## src/hw/rtl/ofa_pkg.sv

```systemverilog
// Shared types and constants for the overlap-add FIR filter.
// Used by the tap cells, the multiply-accumulate unit and the top level.
package ofa_pkg;

   // Filter dimensions.
   localparam int MAX_TAPS = 64;
   localparam int CNT_W    = (MAX_TAPS > 1) ? $clog2(MAX_TAPS) : 1;
   localparam int SMP_W    = 16;
   localparam int TAP_W    = 16;
   localparam int IDX_W    = 6;
   localparam int TC_W     = 7;
   localparam int PROD_W   = SMP_W + TAP_W;
   localparam int ACC_W    = PROD_W + CNT_W + 1;
   localparam int FRAC_W   = 15;

   // Stream payload layout.
   localparam int REQ_DATA_W = 40;
   localparam int RSP_DATA_W = 16;

   // Command codes carried in req_tuser.
   localparam logic CMD_SAMPLE = 1'b0;
   localparam logic CMD_LOAD   = 1'b1;

   // Register map.
   localparam int CSR_ADDR_W  = 3;
   localparam int CSR_DATA_W  = 32;
   localparam logic REG_TAP_COUNT = 1'b0;

   // Per-cycle control for every cell of the tap chain.
   typedef struct packed {
      logic shift;
      logic rotate;
   } ofa_cell_ctrl_type;

   // Control for the multiply-accumulate unit.
   typedef struct packed {
      logic clear;
      logic use_tap;
   } ofa_mac_ctrl_type;

endpackage

```

## src/hw/rtl/ofa_cell.sv

```systemverilog
// One cell of the tap chain: holds one history sample and one coefficient.
// Depends on ofa_pkg for widths and the control struct.
module ofa_cell
   import ofa_pkg::*;
(
   input  logic                     clock,
   input  logic                     reset,
   input  ofa_cell_ctrl_type        ctrl,
   input  logic                     load_en,
   input  logic signed [TAP_W-1:0]  load_tap,
   input  logic signed [SMP_W-1:0]  prev_hist,
   input  logic signed [SMP_W-1:0]  next_hist,
   input  logic signed [TAP_W-1:0]  next_tap,
   output logic signed [SMP_W-1:0]  hist,
   output logic signed [TAP_W-1:0]  tap
);

   logic signed [SMP_W-1:0] hist_ff, hist_in;
   logic signed [TAP_W-1:0] tap_ff, tap_in;

   // A shift moves history one place down the line; a rotate passes the
   // whole pair one place toward cell zero; otherwise load_en writes the coefficient.
   always_comb begin
      hist_in = hist_ff;
      tap_in  = tap_ff;
      if (ctrl.shift) begin
         hist_in = prev_hist;
      end else if (ctrl.rotate) begin
         hist_in = next_hist;
         tap_in  = next_tap;
      end else if (load_en) begin
         tap_in = load_tap;
      end
   end

   always_ff @(posedge clock) begin
      if (reset) begin
         hist_ff <= '0;
         tap_ff  <= '0;
      end else begin
         hist_ff <= hist_in;
         tap_ff  <= tap_in;
      end
   end

   assign hist = hist_ff;
   assign tap  = tap_ff;

endmodule

```

## config.mk

```make
export PLATFORM = sky130hd
export DESIGN_NAME = ofa_cell
export DESIGN_NICKNAME = d
export VERILOG_FILES = /design/src/hw/rtl/ofa_pkg.sv /design/src/hw/rtl/ofa_cell.sv
export SDC_FILE = /design/constraint.sdc
export NUM_CORES = 1
export LEC_CHECK = 0
export BUFFER_PORTS_ARGS = -buffer_cell sky130_fd_sc_hd__buf_2
export CORE_ASPECT_RATIO = 0.9
export CORE_MARGIN = 5
export CORE_UTILIZATION = 38
export CTS_CLUSTER_SIZE = 30
export DETAILED_ROUTE_END_ITERATION = 8
export PLACE_DENSITY = 0.76
export SYNTH_ARGS = -nofsm -noshare
export SYNTH_HDL_FRONTEND = slang
export SYNTH_SLANG_ARGS = --single-unit
export TNS_END_PERCENT = 20
```

## constraint.sdc

```tcl
create_clock -name clock -period 1.1 [get_ports clock]
set_clock_uncertainty 0.05 [all_clocks]
set_input_delay 0.165 -clock clock [delete_from_list [all_inputs] [get_ports clock]]
set_output_delay 0.165 -clock clock [all_outputs]
set_load 0.005 [all_outputs]
```

* After elaboration in Yosys (flattened, before gate mapping)
Index checks and enable logic that the tools add are counted.
** Storage, ports and cells
- Register bits :: 32
- Output and inout bits :: 32
- Logic and storage cells :: 10
** Operators by class
- Mux-type cells :: 4
- Bitwise logic cells :: 1
- Reductions and logical operators :: 3
** Operator list (number)
- 2-to-1 mux 16 bit :: 4
- nonzero test 2 bit :: 2
- AND reduction 2 bit :: 1
- NOT 1 bit :: 1

* Logic depth before layout (Yosys ltp)
- Depth after elaboration :: 2
- Depth in mapped cells :: 5
- Mapped depth without buffers :: 3

* Least setup slack after synthesis
OpenSTA, ideal clock, no wires.
- Kind :: in2reg
- From :: input port ctrl[0] (netlist bit)
- To :: register tap_ff[11], in the netlist tap[11]
- Library setup time :: 0.146 ns
- Data arrival time :: 0.836 ns
- Path slack :: 0.068 ns
- Stages :: 5
- Path buffers :: 2
- Cell sequence :: buf_4 o21ba_4 buf_6 nor2_1 a211oi_2
** Between the ends
- Word-level cells in the longest chain between the ends :: 2
- Elaborated cells between the ends (all ways) :: 3
** Ends and longest elaborated chain
- start: declaration :: RTL line ofa_cell.sv:8 : input ofa_cell_ctrl_type ctrl,
- nonzero test 2 bit (no line)
- AND reduction 2 bit (no line)
- end signal: assignment :: RTL line ofa_cell.sv:42 : tap_ff <= tap_in;
- end: declaration :: RTL line ofa_cell.sv:19 : logic signed [TAP_W-1:0] tap_ff, tap_in;
Several ways; a longest one is shown, not always the timed one.
A chain may end at the register's enable or synchronous reset.

* Worst setup path after layout
- From :: register hist_ff[11], in the netlist hist[11]
- To :: output port hist[11]
** RTL lines
- start: declaration :: RTL line ofa_cell.sv:18 : logic signed [SMP_W-1:0] hist_ff, hist_in;
- start signal: assignment :: RTL line ofa_cell.sv:41 : hist_ff <= hist_in;
- end: declaration :: RTL line ofa_cell.sv:14 : output logic signed [SMP_W-1:0] hist,
No word-level cell between the ends.

==> results.toml <==
[run_status]
outcome = "finished, final reports clean"

[timing]
drv_slew = 0
rsz0062_at_grt = "no"
setup_viol = 0
finalHoldViolations = 0
fmax_mhz = 1040
maxSlewHeadroom_pct = 85.2
post-route-period-util_pct = 87.5
period_minus_slack_ns = 0.962
tns_ns = 0
max_slew.worst_pin.slew_ns = 0.215

[synth]
synth.ff_latch_count = 32
yosys-top-cells-area = "dfxtp_1 (41%), mux2i_1 (20%), a211oi_2 (13%)"
synth_top_family_by_area = "multiplexers"
ys_warn_count = 0
ys_types = 12
synthSimpleGateAreaFrac_pct = 14.0
syn_inst = 158
synth-compound-area-share_pct = 18.9
synth-adder-area-share_pct = 0
synth_xor_area_share_pct = 0
yosysTopAreaCell = "dfxtp_1"
syn-num-nets = 227
seq_area_frac_synth_pct = 40.7
synthMuxAreaShare_pct = 20.4
synth_area_per_cell_sq_um = 9.95
synth.cell_area_sq_um = 1570
yosys.area.top_type_share_pct = 40.7

[clock_tree]
clk_latency_ns = 0.27
cts.clk_slew.worst_paths_ns = 0.07
numCtsBuffers = 5
postCtsHoldBufs = 0
cts.sinks = 32
cts_buffer_depth = 2
cts.htree.levels = 2
ctsResizeCount = 0
cts_setup_buffers = 0
cts-root-buf = "clkbuf_8"
cts_tree = "done"

[setup_path]
critPathArrivalTime_ns = 0.75
crit_family = "flip-flops"
crit_type = "flip-flop to output port"
cp-start-kind = "flip-flop"
slowest_stage = "dfxtp_1"
crit_path_max_incr_delay_ns = 0.35
reg2reg_from = "hist[11]"
timing.critical_path.from = "hist[11]"
critPathBufInv = 1
worstPathCellList = "buf_2"
worstSetupEndpointType = "output port"
cp.required_ns = 0.88
cp_max_fo = 2

[power_and_ir_drop]
peakVddDrop_mv = 0.597
leakage_uw = 0.00116
p_per_area_nw_per_um2 = 1350

[drt]
drt-initial-drc-count = 26
ant_nets = 0
vias = 1437
dr.pass1.iters = 2
viasPerCell = 4.65
route.detailed.drc = 0
drt-total-wl_mm = 3.76
avgRoutedWirePerCell_um = 12.2

[floorplanning]
fp.dieArea_sq_um = 5530
die_y_um = 71.0
rows = 22
io_pins = 101
core_area_sq_um = 4050
die_w_um = 77.8
start_util_pct = 38.9

[placement]
dp.cells = 301
hpwlAfterDp_mm = 2.97
portBuffers = 100
gp_congestion = 0.719

[global_routing]
antenna_found_initial = 0
grt_max_degree = 33
grt_pass1_wl_mm = 6.11
grt_usage_pct = 13.6
overflow = 0
grt_pass1_vias = 1394

[layout]
instances_no_fill = 309
layout.nets = 329
utilization_pct = 56.2
mostFrequentLayoutCells = "buf_2 (100), mux2i_1 (32), dfxtp_1 (32)"
layout_commonest_cell = "buf_2"
nFillCells = 368
drive_gt1_share_pct = 51.0
syn2layout_area_growth_pct = 44.6
antennaDiodeCount = 0

[run]
max-cap-violations = 0

[min_path]
hold_start = "prev_hist[0]"
hp-class = "primary input to flip-flop"
## layer usage
layer,track usage (%),routed length [um]
met5,0,0
met4,5.73,48
met3,4.33,320
met2,22.9,1860
met1,15.7,1530
## flip-flops by register name, indices dropped and copies added (netlist names)
signal / flops
tap: 16
hist: 16
## layout make-up
type,count,area [sq um],share of cell area (%)
Sequential cell,32,641,28.2
Timing Repair Buffer,108,611,26.8
Clock buffer,7,96.3,4.24
Clock inverter,1,30.0,1.32
Tap cell,48,60.1,2.64
Multi-Input combinational cell,113,837,36.8
## kinds of logic (layout without fill, tap and decap cells)
family,after synthesis,after routing
AND/OR/NAND/NOR,48,48
flip-flops,32,32
multiplexers,32,32
buffers and inverters,13,116
AO/OA/AOI/OAI,33,33
## worst paths after layout
kind	endpoint	slack (ns)	cells after the start
setup / recovery	hist[11]	0.14	1
hold / removal	hist[0]	0.15	4
setup reg to reg	hist[11]	0.27	3
hold reg to reg	tap[13]	0.48	2
## cells in the mapped netlist, drive strengths merged
library cell	count
buf	8
mux2i	32
o21ai	16
dfxtp	32
clkbuf	5
a211oi	16
o21ba	1
nor2b	16
nor2	16
nand2	16
## stage by stage
stage          setup WS, ns  total power [uW]  area [sq um]  hold WS, ns
5_1_grt              0.0972              3240          2270        0.166
2_1_floorplan        0.0677              1630          1570        0.187
4_1_cts               0.128              3130          2270        0.134
6_report              0.138              3080          2270        0.145
3_5_place_dp        -0.0207              1900          2150        0.438
3_3_place_gp         0.0320              1880          2150        0.423
## worst min-delay path: cells and delay by family
family / cells / cell delay (ns)
compound gates: 1 / 0.05
simple gates: 2 / 0.15
buf+inv: 1 / 0.07
## where the power goes
group	internal [uW]	total [uW]	switching [uW]
combinational	320	575	255
clock	799	1220	417
sequential	1240	1290	41.1
total	2360	3080	714
Note: power is estimated with default switching activity, not from simulation.
