$ cat config.mk
export PLATFORM = sky130hd
export DESIGN_NAME = ofa_mac
export DESIGN_NICKNAME = d
export VERILOG_FILES = /design/src/hw/rtl/ofa_pkg.sv /design/src/hw/rtl/ofa_mac.sv
export SDC_FILE = /design/constraint.sdc
export NUM_CORES = 1
export LEC_CHECK = 0
export BUFFER_PORTS_ARGS = -buffer_cell sky130_fd_sc_hd__buf_2
export CAP_MARGIN = 20
export CORE_MARGIN = 4
export CORE_UTILIZATION = 30
export DETAILED_ROUTE_END_ITERATION = 16
export GPL_TIMING_DRIVEN = 0
export SETUP_SLACK_MARGIN = 0.15
export SLEW_MARGIN = 20
export SYNTH_ARGS = -nofsm -noshare
export SYNTH_HDL_FRONTEND = slang
export SYNTH_SLANG_ARGS = --single-unit
$ cat constraint.sdc
create_clock -name clock -period 5.6 [get_ports clock]
set_input_delay 0.56 -clock clock [delete_from_list [all_inputs] [get_ports clock]]
set_output_delay 0.56 -clock clock [all_outputs]
set_load 0.01 [all_outputs]
$ cat src/hw/rtl/ofa_pkg.sv
// Shared types and constants for the overlap-add FIR filter.
// Used by the tap cells, the multiply-accumulate unit and the top level.
package ofa_pkg;

   // Filter dimensions.
   localparam int MAX_TAPS = 64;
   localparam int CNT_W    = (MAX_TAPS > 1) ? $clog2(MAX_TAPS) : 1;
   localparam int SMP_W    = 16;
   localparam int TAP_W    = 16;
   localparam int IDX_W    = 6;
   localparam int TC_W     = 7;
   localparam int PROD_W   = SMP_W + TAP_W;
   localparam int ACC_W    = PROD_W + CNT_W + 1;
   localparam int FRAC_W   = 15;

   // Stream payload layout.
   localparam int REQ_DATA_W = 40;
   localparam int RSP_DATA_W = 16;

   // Command codes carried in req_tuser.
   localparam logic CMD_SAMPLE = 1'b0;
   localparam logic CMD_LOAD   = 1'b1;

   // Register map.
   localparam int CSR_ADDR_W  = 3;
   localparam int CSR_DATA_W  = 32;
   localparam logic REG_TAP_COUNT = 1'b0;

   // Per-cycle control for every cell of the tap chain.
   typedef struct packed {
      logic shift;
      logic rotate;
   } ofa_cell_ctrl_type;

   // Control for the multiply-accumulate unit.
   typedef struct packed {
      logic clear;
      logic use_tap;
   } ofa_mac_ctrl_type;

endpackage

$ cat src/hw/rtl/ofa_mac.sv
// Multiply-accumulate unit fed by cell zero of the tap chain, with the
// floor and saturation of the result. Depends on ofa_pkg.
module ofa_mac
   import ofa_pkg::*;
(
   input  logic                        clock,
   input  logic                        reset,
   input  ofa_mac_ctrl_type            ctrl,
   input  logic signed [TAP_W-1:0]     tap,
   input  logic signed [SMP_W-1:0]     hist,
   output logic signed [RSP_DATA_W-1:0] filtered
);

   localparam int SHR_W = ACC_W - FRAC_W;

   logic signed [PROD_W-1:0] prod_ff, prod_in;
   logic                     use_ff, use_in;
   logic signed [ACC_W-1:0]  acc_ff, acc_in;
   logic signed [SHR_W-1:0]  floored;

   // Product stage, then accumulate stage.
   always_comb begin
      prod_in = tap * hist;
      use_in  = ctrl.use_tap;
      if (ctrl.clear) begin
         acc_in = '0;
      end else if (use_ff) begin
         acc_in = acc_ff + ACC_W'(prod_ff);
      end else begin
         acc_in = acc_ff;
      end
   end

   always_ff @(posedge clock) begin
      if (reset) begin
         use_ff <= 1'b0;
         acc_ff <= '0;
      end else begin
         use_ff <= use_in;
         acc_ff <= acc_in;
      end
      prod_ff <= prod_in;
   end

   // An arithmetic shift rounds toward minus infinity.
   assign floored = SHR_W'(acc_ff >>> FRAC_W);

   always_comb begin
      if (floored > SHR_W'(32767)) begin
         filtered = 16'sh7FFF;
      end else if (floored < -SHR_W'(32768)) begin
         filtered = 16'sh8000;
      end else begin
         filtered = RSP_DATA_W'(floored);
      end
   end

endmodule

# --- After elaboration in Yosys (flattened, before gate mapping) ---
# Index checks and enable logic that the tools add are counted.
word_totals:
  word_cells: 10
  regBits: 72
  inputBits: 36
  output_inout_bits: 16
classes:
  reduce_logical: 1
  multipliers: 1
  n_lt_le_gt_ge: 2
  n_mux: 2
  n_addsub: 1
ops:
  columns: ["op", "n"]
  rows:
  - ["39-bit by 32-bit adder with 39-bit output", 1]
  - ["16-bit by 16-bit multiplier with 32-bit output", 1]
  - ["16-bit 2-to-1 mux", 2]
  - ["24-bit by 16-bit greater-than comparator with 1-bit output, second input constant", 1]
  - ["24-bit by 16-bit < comparator with 1-bit output, second input constant", 1]
  - ["2-bit OR reduction", 1]

# --- Logic depth before layout (Yosys ltp) ---
# Gate-level depths: netlist of the first run.
logic_depth:
  word_depth: 3
  ltp_mapped: 25
  ltp_nobuf: 24

# --- Worst setup path before layout of the first run ---
# OpenSTA, ideal clock, no wires.
synth_path:
  kind: "in2reg"
  startpoint: "input port tap[5]"
  endpoint: "register prod_ff[31]"
  setup_time_ns: 0.121
  arrival_time_ns: 6.016
  n_path_buf: 1
  setup_slack_ns: -0.537
  stages: 22
  required_time_ns: 5.479
  cell_sequence: "clkbuf_1 > and2_1 > fa_1 > inv_1 > fa_1 > fa_1 > fa_1 > inv_1 > fa_1 > inv_1 > fa_1 > inv_1 > ha_1 > nand4_1 > nor4_2 > o21ai_1 > a31oi_1 > nand4_1 > a41oi_1 > o21a_1 > nor2_1 > xnor2_1"
synth_between:
  elab_chain_cells: 1
synth_lines:
  columns: ["element", "line", "text"]
  rows:
  - ["start, declared", "ofa_mac.sv:9", "input logic signed [TAP_W-1:0] tap,"]
  - ["16-bit by 16-bit multiplier with 32-bit output", "ofa_mac.sv:23", "prod_in = tap * hist;"]
  - ["named net prod_in[31]", "ofa_mac.sv:16", "logic signed [PROD_W-1:0] prod_ff, prod_in;"]
  - ["end signal, assigned", "ofa_mac.sv:42", "prod_ff <= prod_in;"]
  - ["end, declared", "ofa_mac.sv:16", null]
# The timed path passes the listed nets, and every way through them passes these cells.
# A chain may end at the register's enable or synchronous reset.

# --- Final worst setup path of the first run ---
layout_path:
  startpoint: "input port hist[4]"
  endpoint: "register prod_ff[31]"
layout_between:
  elab_chain_cells: 1
layout_lines:
  columns: ["element", "line", "text"]
  rows:
  - ["start, declared", "ofa_mac.sv:10", "input logic signed [SMP_W-1:0] hist,"]
  - ["16-bit by 16-bit multiplier with 32-bit output", "ofa_mac.sv:23", null]
  - ["named net prod_in[31]", "ofa_mac.sv:16", null]
# The timed path passes the listed nets, and every way through them passes these cells.

==> flow_summary.yaml, run 1 <==
sta:
  setup_slack_ns: -0.434
  hold_viol: 0
  skew_ns: 0.00937
  rsz0062_at_grt: "yes"
  fmax_mhz: 166
  slew_headroom_pct: 46.3
  setup_viol: 9
  slew_violations: 0
  tightest_slew_ns: 0.806
  period_share_pct: 108
  finalCriticalPeriod_ns: 6.03
yosys:
  async_reset_ff_share_pct: 0
  synth_area_leaders: "fa_1, ha_1, dfxtp_1"
  synth_edf_count: 0
  synth_area_um2: 14200
  ys_types: 66
  synthAdderAreaFrac_pct: 47.7
  synthFlopType: "dfxtp_1"
  synthSimpleGateAreaFrac_pct: 15.8
  ys_warn_count: 0
  synth_top_family_by_area: "adder cells"
  netlist.area_leader.share_pct: 37.1
  synthesis.nets: 2018
  syn_area_per_cell_um2: 8.87
  synth_compound_area_share_pct: 10.9
  ys_seq_area_share_pct: 10.2
  synth-xor-area-share_pct: 3.27
  yosys_register_bits: 72
  syn_inst: 1599
  yosysTopAreaCell: "fa_1"
  post-synth-top-count-cell: "inv_1"
  synthMuxAreaShare_pct: 1.62
  synthTopCellsByCount: "inv_1, fa_1, nand2_1"
flow_run:
  drv_cap: 0
detailed_routing:
  drc_errors: 0
  via_per_inst: 4.72
  wire_per_inst_um: 16.3
  dr.pass1.iters: 5
  vias: 11000
  final_antenna_net_count: 0
  drt_iter0_drc: 471
  postRouteWirelength_um: 37900
clocking:
  cts.path.max_buffers: 2
  clkLatencyLatePin_ns: 0.34
  cts_tree: "built"
  cts_buffers: 9
  cts-root-buf: "clkbuf_16"
  cts_hold_buffers: 0
  clock_sinks: 72
  clk_pin_slew_ns: 0.06
  htreeDepth: 3
global_route:
  grt_pass1_vias: 12000
  grt_max_degree: 13
  grt_pass1_wl_um: 62600
  antenna_found_initial: 1
  globalRouteOverflowTotal: 0
  track_usage_pct: 15.4
setup_path:
  crit_family: "adder cells"
  r2r_cells: 13
  end_kind: "register"
  critPathBufInv: 7
  critical_path_depth: 24
  worst_ep_required_time_ns: 5.80
  crit_type: "primary input to register"
  cp.arrival_ns: 6.24
  cp_common_cell: "fa_1"
  slowest_stage: "fa_2"
  max_stage_delay_ns: 0.61
  cp-start-kind: "primary input"
  path_cells: "buf_12, clkbuf_16, and2_4, fa_1, inv_2, fa_2, fa_1, inv_1, fa_1, fa_1, inv_2, fa_2, inv_2, ha_4, nand4_1, buf_4, nor4_4, o21ai_2, a31oi_4, nand4_1, a41oi_2, o21a_1, nor2_2, xnor2_2"
  cp_max_fo: 5
status:
  status: "finished with violations"
  violations: "setup timing"
finish:
  synthToLayoutAreaGrowth_pct: 20.2
  nets: 2142
  diodes: 0
  drive_above_1_share_pct: 17.4
  fin_area_um2: 17000
placed_design:
  io_buffers: 51
  dpl_worst_slack_ns: -1.46
  dpl.hpwl_um: 30500
  place.gp.congestion: 0.903
  placement.cell_area_um2: 15500
worst_hold_path:
  holdPathStages: 2
  hold_class: "primary input to register"
floorplanning:
  ios: 52
  core_area_um2: 46700
  dieArea_um2: 50800
  row_count: 79
  fp.dieW_um: 225
  die_height_um: 225
  initial_utilization_pct: 30.4
==> state kept, by name, indices dropped and copies added (netlist names) <==
| signal | count |
|---|---|
| acc_ff | 39 |
| use_ff | 1 |
| prod_ff | 32 |
==> layout by cell type (no fill, tap or decap), types with 14 or more instances in the layout <==
cell type	count
a21o_1	22
a21oi_1	54
and2_1	116
buf_2	30
buf_4	62
buf_6	25
clkbuf_1	17
clkbuf_16	16
dfxtp_1	72
fa_1	245
fa_2	18
ha_1	104
ha_4	14
inv_1	325
inv_2	22
mux2i_1	23
nand2_1	148
nand3_1	18
nor2_1	65
nor3_1	21
o21a_1	26
o21ai_0	21
xnor2_1	34
xor2_1	15
==> repair_timing <==
action                                  in CTS  in global routing
gates resized for setup                     90                150
buffers inserted                            31                 29
endpoints found under the setup margin      18                 18
pin swaps                                   53                 47
cloned                                       0                  2
==> worst reg2reg max path, delay by kind of cell (launching register included) <==
kind / cells / cell delay (ns)
AO/OA/AOI/OAI: 7 / 1.48
adder cells (fa/ha/maj): 2 / 0.54
AND/OR/NAND/NOR: 2 / 0.42
flip-flops: 1 / 0.33
multiplexers: 1 / 0.29
buffers and inverters: 1 / 0.05
==> per-stage QoR <==
stage                     hold slack (ns)  instances  setup TNS, ns  util, %
after detailed placement            0.460       2257         -12.52     33.2
after CTS                           0.396       2304          -2.62     35.2
after global placement              0.458       2257         -11.03     33.2
after global routing                0.408       2335          -3.53     36.5
final                               0.405       2335          -2.07     36.5
after floorplan                     0.445       1599         -0.455        -
==> cell type report <==
| type | count | area [um2] |
|---|---|---|
| Clock inverter | 5 | 55.1 |
| Tap cell | 607 | 759 |
| Sequential cell | 72 | 1440 |
| Multi-Input combinational cell | 1129 | 11800 |
| Inverter | 347 | 1300 |
| Buffer | 51 | 522 |
| Timing Repair Buffer | 113 | 902 |
| Clock buffer | 11 | 253 |
| Fill cell | 4777 | 29600 |
==> final timing paths <==
check | startpoint | endpoint | slack, ns
max | hist[4] | prod_ff[31]$_DFF_P_ | -0.43
min reg2reg | acc_ff[6]$_SDFFE_PP0P_ | acc_ff[6]$_SDFFE_PP0P_ | 0.47
max reg2reg | acc_ff[0]$_SDFFE_PP0P_ | acc_ff[38]$_SDFFE_PP0P_ | 2.37
min | reset | use_ff$_SDFF_PP0_ | 0.40
==> cells by family after synthesis <==
logic type | count (synthesis)
fa+ha+maj | 383
mux | 23
flops | 72
buf+inv | 398
simple gates | 452
compound gates | 218
xor+xnor | 53
==> per-layer routing <==
| metal | up-vias | part of all wire (%) | GRT usage, % |
|---|---|---|---|
| li1 | 5215 | - | - |
| met1 | 5536 | 42 | 19.4 |
| met2 | 206 | 51 | 27.9 |
| met3 | 67 | 3.6 | 2.03 |
| met4 | 2 | 3.0 | 3.81 |
| met5 | - | 0.034 | 0 |
Power of run 1 is left out: the tool's default activity adds up to more than one toggle a clock period on the data nets, which glitch-free logic cannot reach.
==> run 2: changes to the inputs <==
- clock period: 5.6 -> 7 ns (I/O delays scaled with it)
==> run 2 against run 1 <==
  * The flow now finishes without violations
  * Clock-buffer cell count fell by 1
  * Worst setup slack improved by 0.86 ns
  * Cell count fell by 2.8%
  * Die area did not move
  * Register-to-register slack improved by 1.4 ns
==> flow_summary.yaml, run 2 (same netlist as run 1, synthesis figures left out) <==
setup_path:
  reg2reg_to: "acc_ff[38]$_SDFFE_PP0P_"
  cp-start-kind: "primary input"
  end_kind: "register"
  worst_ep_required_time_ns: 7.25
  crit_type: "primary input to register"
  r2r_cells: 13
  cp.arrival_ns: 6.83
  max_stage_delay_ns: 0.60
  rr_startpoint: "prod_ff[0]$_DFF_P_"
  path_cells: "buf_2, clkbuf_4, nand2_1, fa_1, fa_1, fa_1, fa_1, inv_1, fa_1, inv_1, fa_1, inv_1, ha_4, nand4_1, buf_4, nor4_4, o21ai_2, a31oi_4, nand4_1, a41oi_2, o21a_1, nor2_1, xnor2_2"
  r2r_slack_ns: 3.77
  slowest_stage: "fa_1"
  cp_max_fo: 10
  cp_common_cell: "fa_1"
finish:
  final_cell_mix: "inv_1, fa_1, nand2_1, and2_1, ha_1"
  largest_reg_flops: 39
  top_register: "acc_ff"
  synthToLayoutAreaGrowth_pct: 10.4
  instances_no_fill: 2270
  drive_above_1_share_pct: 7.46
  diodes: 0
  nets: 2077
  final_common_cell: "inv_1"
  reg_top3: "acc_ff (39), prod_ff (32), use_ff (1)"
worst_hold_path:
  holdPathEnd: "acc_ff[6]$_SDFFE_PP0P_"
  hold_class: "register to register"
  holdPathStages: 2
  worstHoldStart: "acc_ff[6]$_SDFFE_PP0P_"
sta:
  slew_headroom_pct: 47.1
  period_share_pct: 93.9
  rsz0062_at_grt: "no"
  tightest_slew_ns: 0.793
  finalCriticalPeriod_ns: 6.57
  setup_viol: 0
  skew_ns: 0.00676
  fin_setup_tns_ns: 0
  setup_slack_ns: 0.426
  hold_viol: 0
  fmax_mhz: 152
  slew_violations: 0
floorplanning:
  core_area_um2: 46700
  ios: 52
  initial_utilization_pct: 30.4
  dieArea_um2: 50800
  die_height_um: 225
  row_count: 79
  fp.dieW_um: 225
detailed_routing:
  via_per_inst: 4.74
  dr.pass1.iters: 5
  vias: 10800
  wire_per_inst_um: 15.9
  postRouteWirelength_um: 36100
  final_antenna_net_count: 0
  drc_errors: 0
  drt_iter0_drc: 632
global_route:
  globalRouteOverflowTotal: 0
  grt_pass1_wl_um: 60400
  antenna_found_initial: 2
  grt_pass1_vias: 11800
  grt_max_degree: 17
  track_usage_pct: 14.9
clocking:
  cts_buffers: 9
  clkLatencyLatePin_ns: 0.35
  cts.path.max_buffers: 2
  clk_pin_slew_ns: 0.06
  clock_sinks: 72
  cts_hold_buffers: 0
  cts-root-buf: "clkbuf_16"
  htreeDepth: 3
  cts_tree: "built"
placed_design:
  dp.cells: 2257
  place.gp.congestion: 0.890
  io_buffers: 51
  dpl_worst_slack_ns: -0.850
  dpl.hpwl_um: 30600
flow_run:
  drv_cap: 0
status:
  status: "finished, final reports clean"
## run 2: changes by cell type in the layout (fill, tap and decap cells not counted), sizes merged
cell | before | now
clkinvlp | 2 | 1
bufinv | 1 | 2
buf | 134 | 66
clkbuf | 41 | 43
clkinv | 2 | 3
## run 2: layout make-up
cell class                      instances  area [um2]
Timing Repair Buffer                   54         278
Tap cell                              607         759
Sequential cell                        72        1440
Multi-Input combinational cell       1129       11300
Buffer                                 45         231
Clock buffer                           10         239
Fill cell                            4882       31000
Inverter                              347        1300
Clock inverter                          6        82.6
## run 2: worst max path at each step
stage,cells past startpoint,slack (ns),start,endpoint
floorplan,22,0.72,tap[5],prod_ff[31]$_DFF_P_
global placement,23,-0.77,hist[5],prod_ff[31]$_DFF_P_
detailed placement,23,-0.85,hist[5],prod_ff[31]$_DFF_P_
CTS,24,0.15,tap[7],prod_ff[31]$_DFF_P_
global route,23,0.11,hist[15],prod_ff[31]$_DFF_P_
finish,23,0.43,tap[8],prod_ff[31]$_DFF_P_
## run 2: stage by stage
step / hold WS [ns] / area (um2) / util (%)
2_1_floorplan: 0.445 / 14200 / -
3_3_place_gp: 0.458 / 15200 / 32.6
3_5_place_dp: 0.471 / 15200 / 32.6
4_1_cts: 0.479 / 15500 / 33.3
5_1_grt: 0.521 / 15600 / 33.5
6_report: 0.478 / 15600 / 33.5
## run 2: what timing repair did
| action | CTS | global route |
|---|---|---|
| setup buffers | 1 | 2 |
| pin swaps | 2 | 7 |
| endpoints found under the setup margin | 5 | 4 |
| gates resized for setup | 22 | 42 |
## run 2: per-layer routing
layer,part of all wire (%),global-route usage [%],up-vias
met3,3.0,1.91,51
met5,0,0,-
li1,-,-,5086
met2,52,27.0,185
met1,43,18.8,5441
met4,2.4,3.79,0
## run 2: worst max-delay path: cells and delay by family
kind / cells / cell delay (ns)
xor gates and xnor gates: 1 / 0.21
buffers and inverters: 6 / 0.87
AOI/OAI and AO/OA: 4 / 0.75
and+or+nand+nor: 5 / 0.86
adders and majority gates: 7 / 3.42
Power of run 2 is left out for the same reason.
==> run 3: changes to the inputs <==
- CORE_UTILIZATION: 30 -> 42
==> run 3 against run 2 <==
  * Worst hold slack gained 0.0025 ns
  * Die area decreased by 28%
  * Global-route usage is 5.3 points higher
  * Wire length fell by 3.5%
  * Flip-flop and latch count did not move
  * First-iteration DRC count shrank 25%
  * Cell area decreased by 1.3%
  * Largest cell class unchanged
==> flow_summary.yaml, run 3 (same netlist as run 1, synthesis figures left out) <==
status:
  status: "finished, final reports clean"
setup_path:
  cp_common_cell: "fa_1"
  r2r_cells: 13
  max_stage_delay_ns: 0.55
  cp.arrival_ns: 6.90
  reg2reg_to: "acc_ff[38]$_SDFFE_PP0P_"
  path_cells: "buf_2, clkbuf_2, nand2_1, fa_1, fa_1, fa_1, inv_1, fa_1, fa_1, inv_1, fa_1, inv_1, ha_1, nand4_1, nor4_4, o21ai_2, a31oi_4, nand4_1, a41oi_2, o21a_1, nor2_1, xnor2_1"
  cp-start-kind: "primary input"
  cp_max_fo: 10
  setup.worst_path.start: "tap[11]"
  crit_family: "adder cells"
  critical_path_depth: 22
  slowest_stage: "fa_1"
  end_kind: "register"
  crit_type: "primary input to register"
  worst_ep_required_time_ns: 7.23
  rr_startpoint: "acc_ff[0]$_SDFFE_PP0P_"
  critPathBufInv: 5
  r2r_slack_ns: 3.68
  cp-endpoint: "prod_ff[31]$_DFF_P_"
global_route:
  grt_max_degree: 17
  grt_pass1_wl_um: 58900
  antenna_found_initial: 0
  track_usage_pct: 20.2
  grt_pass1_vias: 11700
  globalRouteOverflowTotal: 0
sta:
  slew_violations: 0
  finalCriticalPeriod_ns: 6.67
  period_share_pct: 95.3
  slew_headroom_pct: 43.8
  fin_setup_tns_ns: 0
  fin_hold_ws_ns: 0.480
  hold_viol: 0
  tightest_slew_ns: 0.843
  skew_ns: 0.00618
  fmax_mhz: 150
  setup_viol: 0
  rsz0062_at_grt: "yes"
clocking:
  cts_tree: "built"
  clock_sinks: 72
  cts-root-buf: "clkbuf_16"
  cts_buffers: 9
  clkLatencyLatePin_ns: 0.34
  cts.path.max_buffers: 2
  clk_pin_slew_ns: 0.06
  htreeDepth: 3
detailed_routing:
  wire_per_inst_um: 16.5
  vias: 10800
  postRouteWirelength_um: 34900
  drc_errors: 0
  final_antenna_net_count: 0
  via_per_inst: 5.11
  dr.pass1.iters: 6
  drt_iter0_drc: 471
finish:
  diodes: 0
  final_cell_mix: "inv_1, fa_1, nand2_1, and2_1, ha_1"
  largest_reg_flops: 39
  final_common_cell: "inv_1"
  reg_top3: "acc_ff (39), prod_ff (32), use_ff (1)"
  nets: 2078
  n_fill_cell: 3235
  top_register: "acc_ff"
  drive_above_1_share_pct: 7.21
  synthToLayoutAreaGrowth_pct: 8.93
placed_design:
  io_buffers: 51
  dpl.hpwl_um: 29300
  place.gp.congestion: 0.898
floorplanning:
  initial_utilization_pct: 42.4
  core_area_um2: 33400
  fp.dieW_um: 192
  ios: 52
  dieArea_um2: 36800
  die_height_um: 192
  row_count: 67
flow_run:
  drv_cap: 0
worst_hold_path:
  hold_class: "register to register"
## run 3: worst min-delay path by stage
stage                           start                      to  cells past startpoint  slack (ns)
6_report       acc_ff[6]$_SDFFE_PP0P_  acc_ff[6]$_SDFFE_PP0P_                      2        0.48
5_1_grt        acc_ff[6]$_SDFFE_PP0P_  acc_ff[6]$_SDFFE_PP0P_                      2        0.49
4_1_cts        acc_ff[6]$_SDFFE_PP0P_  acc_ff[6]$_SDFFE_PP0P_                      2        0.48
3_5_place_dp   acc_ff[6]$_SDFFE_PP0P_  acc_ff[6]$_SDFFE_PP0P_                      2        0.47
3_3_place_gp   acc_ff[6]$_SDFFE_PP0P_  acc_ff[6]$_SDFFE_PP0P_                      2        0.46
2_1_floorplan  acc_ff[6]$_SDFFE_PP0P_  acc_ff[6]$_SDFFE_PP0P_                      2        0.44
## run 3: final cells by class
| type | instances | area [um2] | area share (%) |
|---|---|---|---|
| multi-input combinational | 1129 | 11300 | 73.1 |
| sequential | 72 | 1440 | 9.33 |
| clock buffer | 9 | 225 | 1.46 |
| buffer | 48 | 231 | 1.50 |
| timing repair buffer | 52 | 263 | 1.70 |
| tap | 448 | 561 | 3.63 |
| inverter | 347 | 1300 | 8.43 |
| clock inverter | 7 | 126 | 0.818 |
## run 3: repair_timing
item / CTS / global route
setup buffers: 0 / 1
pin swaps: 1 / 7
hold endpoints to repair: 0 / 0
gates resized for setup: 13 / 45
hold buffers: 0 / 0
endpoints found under the setup margin: 2 / 4
## run 3: routing by layer
layer / wire [um] / GRT usage [%]
met3: 1260 / 2.71
met5: 0 / 0
met1: 14800 / 25.4
met4: 1020 / 5.41
met2: 17800 / 36.6
## run 3: tightest hold or removal path, cell delays in order (launching register included)
cell     delay [ns]
dfxtp_1        0.32
nand2_1        0.06
a21oi_1        0.05
## run 3: per-stage QoR
| step | util (%) | cell area (um2) | worst slack [ns] | std cells |
|---|---|---|---|---|
| after global routing | 46.2 | 15400 | 0.0932 | 2112 |
| after floorplan | - | 14200 | 0.723 | 1599 |
| after CTS | 45.9 | 15400 | 0.167 | 2111 |
| after detailed placement | 44.8 | 15000 | -0.499 | 2098 |
| final | 46.2 | 15400 | 0.330 | 2112 |
| after global placement | 44.8 | 15000 | -0.484 | 2098 |
Power of run 3 is left out for the same reason.
